$ cat src/rtl/core/smss_pkg.sv
// Shared constants, control types and the sequencer program of the staircase search.
package smss_pkg;

	localparam int CNT_W  = 5;
	localparam int IDX_W  = 4;
	localparam int DATA_W = 32;

	// program steps
	localparam logic [1:0] ST_IDLE = 2'd0;
	localparam logic [1:0] ST_WALK = 2'd1;
	localparam logic [1:0] ST_HIT  = 2'd2;
	localparam logic [1:0] ST_MISS = 2'd3;

	// jump conditions
	localparam logic [1:0] COND_NONE  = 2'd0;
	localparam logic [1:0] COND_START = 2'd1;
	localparam logic [1:0] COND_WALK  = 2'd2;
	localparam logic [1:0] COND_EMIT  = 2'd3;

	localparam logic CMD_LOAD   = 1'b0;
	localparam logic CMD_SEARCH = 1'b1;

	localparam logic REG_ROWS = 1'b0;
	localparam logic REG_COLS = 1'b1;

	typedef struct packed {
		logic take_in;
		logic walk;
		logic emit;
		logic hit;
	} ctrl_t;

	typedef struct packed {
		ctrl_t      ctrl;
		logic [1:0] cond;
		logic [1:0] next;
		logic [1:0] jmp_a;
		logic [1:0] jmp_b;
	} uword_t;

	typedef struct packed {
		logic start;
		logic start_ok;
		logic hit;
		logic stop;
		logic out_free;
	} stat_t;

	function automatic uword_t ucode(input logic [1:0] step);
		uword_t w;
		w = '0;
		unique case (step)
			ST_IDLE: begin
				w.ctrl = '{take_in: 1'b1, walk: 1'b0, emit: 1'b0, hit: 1'b0};
				w.cond = COND_START; w.next = ST_IDLE; w.jmp_a = ST_WALK; w.jmp_b = ST_MISS;
			end
			ST_WALK: begin
				w.ctrl = '{take_in: 1'b0, walk: 1'b1, emit: 1'b0, hit: 1'b0};
				w.cond = COND_WALK; w.next = ST_WALK; w.jmp_a = ST_HIT; w.jmp_b = ST_MISS;
			end
			ST_HIT: begin
				w.ctrl = '{take_in: 1'b0, walk: 1'b0, emit: 1'b1, hit: 1'b1};
				w.cond = COND_EMIT; w.next = ST_HIT; w.jmp_a = ST_IDLE; w.jmp_b = ST_IDLE;
			end
			ST_MISS: begin
				w.ctrl = '{take_in: 1'b0, walk: 1'b0, emit: 1'b1, hit: 1'b0};
				w.cond = COND_EMIT; w.next = ST_MISS; w.jmp_a = ST_IDLE; w.jmp_b = ST_IDLE;
			end
			default: begin
				w.ctrl = '{take_in: 1'b0, walk: 1'b0, emit: 1'b0, hit: 1'b0};
				w.cond = COND_NONE; w.next = ST_IDLE; w.jmp_a = ST_IDLE; w.jmp_b = ST_IDLE;
			end
		endcase
		return w;
	endfunction

endpackage

$ cat src/rtl/core/smss_seq.sv
// Step counter and program lookup with conditional jumps.
module smss_seq (
	input  logic           clk,
	input  logic           arst_n,
	input  smss_pkg::stat_t stat,
	output smss_pkg::ctrl_t ctrl
);
	import smss_pkg::*;

	logic [1:0] step_q;
	logic [1:0] step_n;
	uword_t     uw;

	always_comb begin
		uw   = ucode(step_q);
		ctrl = uw.ctrl;
		step_n = uw.next;
		case (uw.cond)
			COND_START: begin
				if (stat.start)
					step_n = stat.start_ok ? uw.jmp_a : uw.jmp_b;
			end
			COND_WALK: begin
				if (stat.hit)
					step_n = uw.jmp_a;
				else if (stat.stop)
					step_n = uw.jmp_b;
			end
			COND_EMIT: begin
				if (stat.out_free)
					step_n = uw.jmp_a;
			end
			default: step_n = uw.next;
		endcase
	end

	always_ff @(posedge clk or negedge arst_n) begin
		if (!arst_n)
			step_q <= ST_IDLE;
		else
			step_q <= step_n;
	end

endmodule

$ cat config.mk
export PLATFORM = sky130hd
export DESIGN_NAME = smss_seq
export DESIGN_NICKNAME = d
export VERILOG_FILES = /design/src/rtl/core/smss_pkg.sv /design/src/rtl/core/smss_seq.sv
export SDC_FILE = /design/constraint.sdc
export NUM_CORES = 1
export LEC_CHECK = 0
export ABC_AREA = 1
export BUFFER_PORTS_ARGS = -buffer_cell sky130_fd_sc_hd__buf_2
export CAP_MARGIN = 40
export CELL_PAD_IN_SITES_DETAIL_PLACEMENT = 1
export CELL_PAD_IN_SITES_GLOBAL_PLACEMENT = 1
export CORE_AREA = 4 4 41 43
export DETAILED_ROUTE_END_ITERATION = 8
export DIE_AREA = 0 0 45 47
export PLACE_DENSITY = 0.41
export SYNTH_ARGS = -nofsm -noshare
export SYNTH_HDL_FRONTEND = slang
export SYNTH_SLANG_ARGS = --single-unit
$ cat constraint.sdc
create_clock -name clk -period 1.82 [get_ports clk]
set_clock_uncertainty 0.15 [all_clocks]
set_input_delay 0.364 -clock clk [delete_from_list [all_inputs] [get_ports clk]]
set_output_delay 0.364 -clock clk [all_outputs]
set_load 0.03 [all_outputs]
Word level (Yosys, flattened, before mapping) --
Cells that the tools add are included. W data, S select, Z words.
Word-level totals: output and inout port bits 4, word-level logic and storage cells 15, input bits 7, register bits 2
Operators by class: mux-type cells 7, reductions and logical operators 1, equality and inequality tests 6
Operator list (number):
- $pmux W12 S4 | 1
- $mux W2 | 5
- $eq A2 B2 Y1 const B | 4
- $pmux W2 S3 | 1
- $eq A2 B1 Y1 const B | 2
- $logic_not A2 Y1 | 1

Logic depth before layout (Yosys ltp) --
depth after elaboration 5, depth in mapped cells 4, depth with buffers taken out 4

Least setup slack after synthesis --
Ideal clock, no wire load.
path kind flip-flop to output port, start register step_q[1], end output port ctrl[0] (netlist name), cell stages (with the launch flop) 3, data required time 1.306 ns, path buffers 0, data arrival time 0.867 ns, path slack 0.439 ns, path through dfrtp_1 inv_1 nor2_1
RTL lines:
- start, declared | RTL line smss_seq.sv:10 | logic [1:0] step_q;
- start signal, assigned | RTL line smss_seq.sv:41 | step_q <= step_n;
- end, declared | RTL line smss_seq.sv:6 | output smss_pkg::ctrl_t ctrl

==> results.py <==
metrics = {
    "status": {
        "outcome": "completed",
    },
    "final_layout": {
        "post-route-util_pct": 17.98,
        "fin_cells": 49,
        "fill_cells": 174,
        "largest_register_ffs": 2,
        "design_area_um2": 234.0,
        "drive_above_1_share_pct": 50.00,
        "multiInputGateArea_um2": 60.06,
        "diodes": 0,
        "regMostFlops": "step_q",
        "final_net_count": 43,
        "regArea_um2": 50.05,
        "area_growth_pct": 71.56,
        "reg_top3": "step_q: 2 flops",
    },
    "timing": {
        "clock.fmax_mhz": 635.5,
        "worstMarginPinSlew_ns": 0.2199,
        "holdWs_ns": 0.2332,
        "relSlewSlack_pct": 85.34,
        "slew_violations": 0,
        "hold_violations": 0,
        "min_period_ns": 1.573,
        "setup_viol": 0,
        "rsz0062_at_grt": "no",
        "setup_tns_ns": 0,
        "finalCritPeriodShare_pct": 86.46,
        "worst_slack_ns": 0.2465,
    },
    "route": {
        "dr.pass1.iters": 1,
        "route.detailed.drc": 0,
        "vias": 165,
        "viasPerCell": 3.367,
        "first_iter_violations": 0,
        "wl_um": 412,
        "antenna_left": 0,
        "wl_per_cell_um": 8.408,
    },
    "placed_design": {
        "io_buffers": 10,
        "hpwl_um": 337.1,
        "place.gp.congestion": 0.6746,
        "dp_worst_setup_slack_ns": 0.4792,
        "place_area_um2": 201.4,
        "place_inst": 45,
    },
    "global_route": {
        "grt_pass1_wl_um": 662,
        "grt_use_met1_pct": 4.784,
        "antenna_found_initial": 0,
        "grt_util_met2_pct": 6.497,
        "grt_util_met3_pct": 3.831,
        "grt_usage_pct": 5.217,
        "grt_pass1_vias": 180,
        "grt_max_degree": 7,
        "grt-busiest-layer": "met4",
        "globalRouteOverflowTotal": 0,
    },
    "cts": {
        "clk_latency_ns": 0.22,
        "clock-sinks": 2,
        "cts_hold_repair.buffers": 1,
        "cts_resized": 0,
        "cts_tree": "built",
        "cts_max_path_buffers": 2,
        "clkTransAtPathRegs_ns": 0.03,
        "htree_levels": 1,
        "cts_setup_buffers": 0,
        "cts-root-buf": "clkbuf_4",
        "cts_buffers": 3,
    },
    "critical_path": {
        "crit_type": "register to output port",
        "critical-path-top-delay-family": "flip-flops",
        "critPathBufInv": 1,
        "cp.required_ns": 1.31,
        "cp-start-kind": "register",
        "max_stage_delay_ns": 0.44,
        "crit_slowest_cell": "dfrtp_1",
        "worstPathCellList": "nor2_2 -> buf_2",
        "critPathMaxFanout": 6,
        "crit_path_end_kind": "output port",
        "cp.arrival_ns": 1.06,
    },
    "floorplanning": {
        "die-area_um2": 2115,
        "die_w_um": 45,
        "core_um2": 1301,
        "pin_count": 11,
        "row_count": 13,
        "die_h_um": 47,
        "initial_core_util_pct": 10.48,
    },
    "logic_synthesis": {
        "synth_top_area_share_pct": 36.70,
        "synth_area_um2": 136.4,
        "ys_warn_count": 0,
        "synthCells": 21,
        "ys_top_cells_by_area": "dfrtp_1, inv_1, nand2_1",
        "synth_fp_nets": 28,
        "avgSynthCellArea_um2": 6.494,
        "ys_types": 9,
        "yosysTopAreaCell": "dfrtp_1",
        "ys_seq_area_share_pct": 36.70,
        "synth-seq-cells": 2,
    },
    "power_and_ir_drop": {
        "power_mw": 0.4258,
        "p_per_area_nw_per_um2": 1820,
        "ir_drop_uv": 552.9,
        "power_leakage_nw": 0.1427,
    },
    "run": {
        "cap_violations": 0,
    },
    "worst_hold_path": {
        "holdCritPathClass": "primary input to register",
    },
}
[synth_stat cells]
cell and number:
clkbuf_1 1, dfrtp_1 2, inv_1 5, inv_2 1, nand2_1 5, nand3_1 3
nand3_2 1, nor2_1 1, nor2_2 2
[worst reg2reg max path: stages (launching register included)]
cell	delay [ns]
dfrtp_1	0.44
nor2_2	0.18
nand2_1	0.08
nand3_2	0.07
[final timing paths]
| path | start | end | slack, ns | depth (start not counted) |
|---|---|---|---|---|
| setup / recovery | step_q[1] | ctrl[2] | 0.25 | 2 |
| hold / removal | stat[4] | step_q[0] | 0.23 | 3 |
| setup reg to reg | step_q[1] | step_q[1] | 0.83 | 3 |
| hold reg to reg | step_q[0] | step_q[0] | 0.49 | 2 |
| max in group asynchronous | arst_n | step_q[0] | 1.12 | 2 |
| min in group asynchronous | arst_n | step_q[1] | 0.31 | 2 |
[final cells by class]
class | instances | area share, %
inverters | 6 | 9.626
flip-flops and latches | 2 | 21.39
well taps | 15 | 8.021
multi-input cells | 12 | 25.67
repair buffers | 11 | 25.67
clock buffers | 3 | 9.626
[logic make-up (layout without fill, tap and decap cells)]
family	Yosys count	after routing	share of synthesized area (%)
and+or+nand+nor	12	12	44.03
buffers and inverters	7	20	19.26
DFF	2	2	36.70
[layer usage]
layer	part of all wire (%)	vias to the layer above
met5	0	-
met1	44	66
met3	19	0
met4	0	0
met2	36	11
li1	-	88
[power by group]
part	switching, mW	internal, mW	leakage (nW)
clock network	0.0244	0.0727	0.0138
logic	0.158	0.0690	0.104
registers	0.0360	0.0662	0.0247
total	0.218	0.208	0.143
[cell usage in the layout, fill, tap and decap left out]
master / netlist / layout
nor2_2: 2 / 2
nand2_1: 5 / 5
clkbuf_4: 0 / 3
dlygate4sd3_1: 0 / 1
nand3_1: 3 / 3
nand3_2: 1 / 1
inv_2: 1 / 1
inv_1: 5 / 5
dfrtp_1: 2 / 2
buf_2: 0 / 10
nor2_1: 1 / 1
(Power assumes the default switching activity.)
